===== config.mk =====
export PLATFORM = sky130hd
export DESIGN_NAME = eq_cordic
export DESIGN_NICKNAME = d
export VERILOG_FILES = /design/src/rtl/euler_to_quaternion_macros.svh /design/src/rtl/eq_pkg.sv /design/src/rtl/eq_cordic.sv
export SDC_FILE = /design/constraint.sdc
export NUM_CORES = 2
export LEC_CHECK = 0
export BUFFER_PORTS_ARGS = -buffer_cell sky130_fd_sc_hd__buf_2
export CORE_UTILIZATION = 65
export DETAILED_ROUTE_END_ITERATION = 8
export PLACE_DENSITY = 0.81
export SLEW_MARGIN = 0
export SYNTH_ARGS = -nofsm -noshare
export SYNTH_HDL_FRONTEND = slang
export SYNTH_SLANG_ARGS = --single-unit

===== constraint.sdc =====
create_clock -name clock -period 7.9 [get_ports clock]
set_input_delay 1.58 -clock clock [delete_from_list [all_inputs] [get_ports clock]]
set_output_delay 1.58 -clock clock [all_outputs]
set_load 0.1 [all_outputs]

===== src/rtl/euler_to_quaternion_macros.svh =====
// Assertion macros shared by the euler_to_quaternion RTL.
// Depends on nothing; the user module must have ports named clock and reset.
`ifndef EULER_TO_QUATERNION_MACROS_SVH
`define EULER_TO_QUATERNION_MACROS_SVH
`ifndef NO_ASSERTIONS
`define EQ_ASSERT_NOW(lbl, ante, cons) \
   lbl: assert property (@(posedge clock) disable iff (reset) (ante) |-> (cons)) \
      else $error("same-cycle check failed");
`define EQ_ASSERT_NEXT(lbl, ante, cons) \
   lbl: assert property (@(posedge clock) disable iff (reset) (ante) |=> (cons)) \
      else $error("next-cycle check failed");
`define EQ_ASSERT_ALWAYS(lbl, cond) \
   lbl: assert property (@(posedge clock) (cond)) \
      else $error("invariant check failed");
`else
`define EQ_ASSERT_NOW(lbl, ante, cons)
`define EQ_ASSERT_NEXT(lbl, ante, cons)
`define EQ_ASSERT_ALWAYS(lbl, cond)
`endif
`endif


===== src/rtl/eq_pkg.sv =====
// Shared constants and types for the Euler angle to quaternion pipeline.
// Depends on nothing.
package eq_pkg;
   localparam int ANGLE_FRAC_BITS_DEF = 6;
   localparam int CORDIC_STAGES_DEF   = 16;
   localparam int ANG_SCALE_BITS      = 22;
   localparam int TRIG_W              = 32;
   localparam int Q15_W               = 16;
   localparam int ANGLE_W             = 16;
   localparam logic signed [TRIG_W-1:0] CORDIC_GAIN_Q30 = 32'sd652032875;
   localparam logic signed [Q15_W-1:0]  Q15_MAX         = 16'sd32767;

   typedef logic signed [TRIG_W-1:0] trig_type;

   // Arctangent of 2^-i in degrees scaled by 2^22, rounded to nearest.
   function automatic logic signed [31:0] atan_q22(input int idx);
      logic signed [31:0] v;
      case (idx)
         0:  v = 32'sd188743680;
         1:  v = 32'sd111421900;
         2:  v = 32'sd58872272;
         3:  v = 32'sd29884485;
         4:  v = 32'sd15000234;
         5:  v = 32'sd7507429;
         6:  v = 32'sd3754631;
         7:  v = 32'sd1877430;
         8:  v = 32'sd938729;
         9:  v = 32'sd469366;
         10: v = 32'sd234683;
         11: v = 32'sd117342;
         12: v = 32'sd58671;
         13: v = 32'sd29335;
         14: v = 32'sd14668;
         15: v = 32'sd7334;
         16: v = 32'sd3667;
         17: v = 32'sd1833;
         18: v = 32'sd917;
         19: v = 32'sd458;
         20: v = 32'sd229;
         21: v = 32'sd115;
         22: v = 32'sd57;
         23: v = 32'sd29;
         default: v = 32'sd0;
      endcase
      return v;
   endfunction
endpackage


===== src/rtl/eq_cordic.sv =====
// Pipelined rotation-mode CORDIC giving cosine and sine of half an angle.
// Depends on eq_pkg; one CORDIC iteration per register stage, between an input stage and a sign-restore stage.
module eq_cordic
   import eq_pkg::*;
#(
   parameter int ANGLE_FRAC_BITS = ANGLE_FRAC_BITS_DEF,
   parameter int CORDIC_STAGES   = CORDIC_STAGES_DEF
) (
   input  logic                      clock,
   input  logic                      reset,
   input  logic                      enable,
   input  logic signed [ANGLE_W-1:0] angle,
   output trig_type                  cos_half,
   output trig_type                  sin_half
);
   localparam int ZW = 45 - ANGLE_FRAC_BITS;
   localparam int SH = ANG_SCALE_BITS - 1 - ANGLE_FRAC_BITS;
   localparam logic signed [ZW-1:0] QUARTER   = ZW'(64'sd90 <<< ANG_SCALE_BITS);
   localparam logic signed [ZW-1:0] HALF_TURN = ZW'(64'sd180 <<< ANG_SCALE_BITS);

   logic signed [ZW-1:0] z_ff [0:CORDIC_STAGES];
   logic signed [ZW-1:0] z_in [0:CORDIC_STAGES];
   trig_type             x_ff [0:CORDIC_STAGES];
   trig_type             x_in [0:CORDIC_STAGES];
   trig_type             y_ff [0:CORDIC_STAGES];
   trig_type             y_in [0:CORDIC_STAGES];
   logic                 flip_ff [0:CORDIC_STAGES];
   trig_type             cos_ff, sin_ff, cos_in, sin_in;
   logic signed [ZW-1:0] z_raw;

   // Input stage: scale to half-angle units and fold into -90..+90 degrees.
   always_comb begin
      z_raw = {{(ZW-ANGLE_W){angle[ANGLE_W-1]}}, angle} <<< SH;
      x_in[0] = CORDIC_GAIN_Q30;
      y_in[0] = '0;
      if (z_raw > QUARTER) begin
         z_in[0] = z_raw - HALF_TURN;
      end else if (z_raw < -QUARTER) begin
         z_in[0] = z_raw + HALF_TURN;
      end else begin
         z_in[0] = z_raw;
      end
   end

   always_ff @(posedge clock) begin
      if (enable) begin
         z_ff[0]    <= z_in[0];
         x_ff[0]    <= x_in[0];
         y_ff[0]    <= y_in[0];
         flip_ff[0] <= (z_raw > QUARTER) || (z_raw < -QUARTER);
      end
   end

   for (genvar i = 0; i < CORDIC_STAGES; i++) begin : g_iter
      localparam logic signed [ZW-1:0] ATAN = ZW'(atan_q22(i));
      always_comb begin
         if (!z_ff[i][ZW-1]) begin
            x_in[i+1] = x_ff[i] - (y_ff[i] >>> i);
            y_in[i+1] = y_ff[i] + (x_ff[i] >>> i);
            z_in[i+1] = z_ff[i] - ATAN;
         end else begin
            x_in[i+1] = x_ff[i] + (y_ff[i] >>> i);
            y_in[i+1] = y_ff[i] - (x_ff[i] >>> i);
            z_in[i+1] = z_ff[i] + ATAN;
         end
      end
      always_ff @(posedge clock) begin
         if (enable) begin
            z_ff[i+1]    <= z_in[i+1];
            x_ff[i+1]    <= x_in[i+1];
            y_ff[i+1]    <= y_in[i+1];
            flip_ff[i+1] <= flip_ff[i];
         end
      end
   end

   // Undo the fold by negating both results.
   always_comb begin
      cos_in = flip_ff[CORDIC_STAGES] ? -x_ff[CORDIC_STAGES] : x_ff[CORDIC_STAGES];
      sin_in = flip_ff[CORDIC_STAGES] ? -y_ff[CORDIC_STAGES] : y_ff[CORDIC_STAGES];
   end

   always_ff @(posedge clock) begin
      if (enable) begin
         cos_ff <= cos_in;
         sin_ff <= sin_in;
      end
   end

   assign cos_half = cos_ff;
   assign sin_half = sin_ff;
   logic unused_reset;
   assign unused_reset = reset;
endmodule


After elaboration in Yosys (flattened, before gate mapping):

Memory sizes are Yosys's and may differ from the RTL's.
Index checks and enable logic that the tools add are counted.

* bits in registers: 64
* latch bits: 0
* RAM bits: 1768
* bits in read-only memories: 0
* input bits: 19
* word-level logic and storage cells: 162
* memories: 4

* add/sub/neg operators: 99
* multipliers: 0
* divide/modulo/power cells: 0
* magnitude comparators: 2
* eq/ne operators: 0
* shift operators: 0
* muxes and demuxes: 54
* bitwise gates (word level): 0
* reductions and logical operators: 1

Memory list
* z_ff: depth 17, width 39, read ports 16, clocked after memory_dff 0, write ports 17, line eq_cordic.sv:21 `logic signed [ZW-1:0] z_ff [0:CORDIC_STAGES];`
* x_ff: depth 17, width 32, read ports 17, clocked after memory_dff 0, write ports 17, line eq_cordic.sv:23 `trig_type x_ff [0:CORDIC_STAGES];`
* y_ff: depth 17, width 32, read ports 17, clocked after memory_dff 0, write ports 17, line eq_cordic.sv:25 `trig_type y_ff [0:CORDIC_STAGES];`
* flip_ff: depth 17, width 1, read ports 17, clocked after memory_dff 0, write ports 17, line eq_cordic.sv:27 `logic flip_ff [0:CORDIC_STAGES];`

Operators with widths (number)
* 2-to-1 mux 32 bit: 34
* 2-to-1 mux 39 bit: 18
* adder 32 x 17 -> 32 bit: 2
* adder 32 x 18 -> 32 bit: 2
* adder 32 x 19 -> 32 bit: 2
* adder 32 x 20 -> 32 bit: 2
* adder 32 x 21 -> 32 bit: 2
* adder 32 x 22 -> 32 bit: 2
* adder 32 x 23 -> 32 bit: 2
* adder 32 x 24 -> 32 bit: 2
* adder 32 x 25 -> 32 bit: 2
* adder 32 x 26 -> 32 bit: 2
* adder 32 x 27 -> 32 bit: 2
* adder 32 x 28 -> 32 bit: 2
* adder 32 x 29 -> 32 bit: 2
* adder 32 x 30 -> 32 bit: 2
* adder 32 x 31 -> 32 bit: 2
* negator 32 bit: 2
* subtractor 32 x 17 -> 32 bit: 2
* subtractor 32 x 18 -> 32 bit: 2
* subtractor 32 x 19 -> 32 bit: 2
* subtractor 32 x 20 -> 32 bit: 2
* subtractor 32 x 21 -> 32 bit: 2
* subtractor 32 x 22 -> 32 bit: 2
* 49 further kinds: 60

Depth between registers and ports, before layout:

* depth after elaboration: 3
* gate-level depth with buffers: 22
* mapped depth without buffers: 22

Worst setup path before layout:

No wires, ideal clock.

* path type: register to register
* start point: memory z_ff[0][311] (netlist name)
* end point: memory y_ff[0][284] (netlist name) (data pin)
* setup time: 0.259 ns
* arrival time: 4.403 ns
* path slack: 3.238 ns
* stages on the path, launching flop included: 17
* clock period less this slack: 4.662 ns
* cells stage by stage: edfxtp_1 inv_1 clkbuf_1 o21ai_0 xor2_1 ha_1 o21ai_2 nor2_1 a2111o_1 o211ai_2 a311oi_1 o21a_1 or2_2 a21oi_1 and4b_1 a31oi_1 xnor2_1

RTL lines (line)
* start, declared: eq_cordic.sv:21
* end, declared: eq_cordic.sv:25

==> impl_results.md <==
* Synth Instances at 13,311
* Count leader, synth: edfxtp_1
* Area growth syn-to-layout at 7.28%
* Crit path DAT at 6170 ps
* Clk Latency, worst-skew pair at 860 ps
* GRT Max-Usage Layer: met2
* Hold endpoint: flip_ff[0][4]
* Top-area cell type share of the netlist area at 36.1%
* Tmin final at 5620 ps
* CORE AREA at 198,000 um2
* Vias at 102,929
* Status: completed
* Post-synth top area cell: edfxtp_1
* Hold Path Class: flop to flop
* Met3 GRT Util at 3.60%
* Final Skew at 56.5 ps
* Crit end category: flop
* Seq cells post-synth at 1,560
* Critical path class: flop to flop
* Hold Vio Cnt, Final at 0
* Post-synth EDFFs at 1,560
* R2R setup slack at 2280 ps
* Initial drt markers at 7,778
* Main synth FF type: edfxtp_1
* CTS max path bufs at 3
* Height of the die at 449 um
* Actual slew at the worst max-slew pin at 1250 ps
* Placer congestion estimate at 1.00
* H-tree levels at 4
* PortBufs at 81
* Proportion of layout cells with a drive suffix above 1 at 4.45%
* Initial Util at 65.5%
* Vias/cell at 6.36
* R2r startpoint: z_ff[0][194]
* Synth cell count leaders: edfxtp_1, ha_1, a21oi_1
* Finish-stage setup viols at 0
* Worst-path clk slew at 60 ps
* Yosys cell types at 103
* Async set-reset flop share out of synthesis at 0%
* Synth Warn # at 0
* Filler instances at 14,677
* DRC viols at 0
* Post-CTS setup buffer count at 0
* Initial antenna violation count at 5
* CTS tree: built
* Max-slew headroom at 17.0%
* RSZ-0062 raised after global routing: no
* Clk root buf: clkbuf_16
* Post_cts resized at 0
* Die ar. at 201,000 um2
* Critical path fanouts, max at 56
* Max cap viols at 0
* Vias in the first global route at 101,016
* Setup TNS at 0 ps
* GRT Residual Overflow at 0
* FMAX at 178 MHz
* HP Start: flip_ff[0][3]
* Clock sinks at 1,560
* Syn Area/Cell at 9.74 um2
* Final period utilization at 71.1%
* Multi-input gate area at 79,900 um2
* Nets@finish at 14,961
* Synthesized cell area at 130,000 um2
* GR Util met2 at 60.3%
* Row cnt at 163
* CTS Buf Count at 178
* Post-CTS Hold Buffers at 0
* Reg2reg end: y_ff[0][191]
* CP startpoint kind: flop
* FF-to-FF path depth at 14
* Overall Global Routing Usage at 33.4%
* Avg WL per Cell at 21.4 um
* Seq/Total Area, Yosys at 36.1%
* Sequential Area at 46,800 um2
* Hold Crit Depth at 0
* Initial DRT Pass Iterations at 8
* Maximum number of pins on one net before global-route repair at 196
* Die width at 449 um
* First-pass GRT wire length at 539 mm
* Top cells by area, synth: edfxtp_1, ha_1, xnor2_1
* I/O pin total at 83
* Final ANT Viol Nets at 0
* Total Routed Length at 347 mm
* Final Max Tran Viols at 0
* Req. time, crit path at 8450 ps
* Met1 global-route usage at 35.9%
* HPWL after DPL at 273 mm
-- how the worst max path moves through the flow --
stage	from	endpoint
2_1_floorplan	z_ff[0][311]	y_ff[0][284]
3_3_place_gp	x_ff[0][68]	y_ff[0][126]
3_5_place_dp	z_ff[0][233]	y_ff[0][221]
4_1_cts	z_ff[0][233]	y_ff[0][221]
5_1_grt	z_ff[0][194]	y_ff[0][191]
6_report	z_ff[0][194]	y_ff[0][191]
-- cell usage in the layout, fill, tap and decap left out, types with 41 or more instances in the layout --
| cell | instances |
|---|---|
| a21oi_1 | 1502 |
| o31ai_1 | 75 |
| mux2i_1 | 57 |
| buf_2 | 80 |
| a211oi_1 | 119 |
| a31oi_1 | 164 |
| and2_1 | 76 |
| o21bai_1 | 176 |
| nand4_1 | 127 |
| o41ai_1 | 41 |
| inv_1 | 518 |
| nand2_1 | 629 |
| mux2_2 | 58 |
| xor2_1 | 624 |
| a21o_1 | 679 |
| o211ai_1 | 49 |
| and3_1 | 130 |
| or3_1 | 84 |
| xnor2_1 | 1271 |
| o21ai_0 | 642 |
| clkbuf_16 | 182 |
| o21a_1 | 222 |
| edfxtp_1 | 1560 |
| fa_1 | 44 |
| nand2b_1 | 204 |
| nor3_1 | 313 |
| nor2_1 | 1039 |
| nor4_1 | 75 |
| nand3_1 | 193 |
| ha_1 | 1511 |
| buf_4 | 54 |
| or2_2 | 46 |
| nor2b_1 | 202 |
-- registers in the layout, indices dropped and copies added (netlist names) --
register	flops
cos_half	32
flip_ff	17
sin_half	32
x_ff	479
y_ff	481
z_ff	519
-- per-stage QoR --
stage / setup slack (ps) / cell area, um2 / utilization (%) / instances / hold WS (ps)
6_report: 2280 / 139000 / 70.3 / 16178 / 412
3_3_place_gp: 2450 / 133000 / 67.2 / 15847 / 401
3_5_place_dp: 2420 / 133000 / 67.2 / 15847 / 405
4_1_cts: 2380 / 139000 / 70.3 / 16175 / 416
2_1_floorplan: 3240 / 130000 / - / 13313 / 400
5_1_grt: 2010 / 139000 / 70.3 / 16177 / 429
-- per-layer routing --
metal / share of wire, % / up-vias
li1: - / 49754
met1: 37 / 48708
met2: 50 / 3384
met3: 4.5 / 1083
met4: 8.5 / 0
met5: 0 / -
-- critical path: stages, from the launching register on --
cell	delay [ps]
edfxtp_1	800
buf_4	590
mux2i_1	390
ha_1	290
nor2b_1	120
o21ai_0	220
a21o_1	210
a31oi_1	230
a2111oi_1	1010
o41ai_1	280
a31oi_1	340
nor2_1	90
a211oi_1	390
a31oi_1	180
xnor2_1	170
-- cells by family (layout without fill, tap and decap cells) --
logic type,Yosys count,count (layout),share of synthesized area [%]
AO/OA/AOI/OAI,4136,4136,20.2
AND/OR/NAND/NOR,3282,3282,12.4
XOR/XNOR,1895,1895,12.8
flip-flops,1560,1560,36.1
adder cells (fa/ha/maj),1555,1555,15.3
buffers and inverters,766,988,2.23
multiplexers,115,115,0.944
other,2,7,0.00579
-- area by class of cell --
cell class	count	area share, %
Multi-Input combinational cell	10987	57.5
Inverter	518	1.40
Sequential cell	1560	33.7
Tap cell	2640	2.38
Timing Repair Buffer	142	0.695
Clock inverter	120	1.04
Antenna cell	3	0.00540
Clock buffer	208	3.34
Power is not shown: default switching activity piles up to over one toggle a cycle in this logic, so the estimate is an artifact.
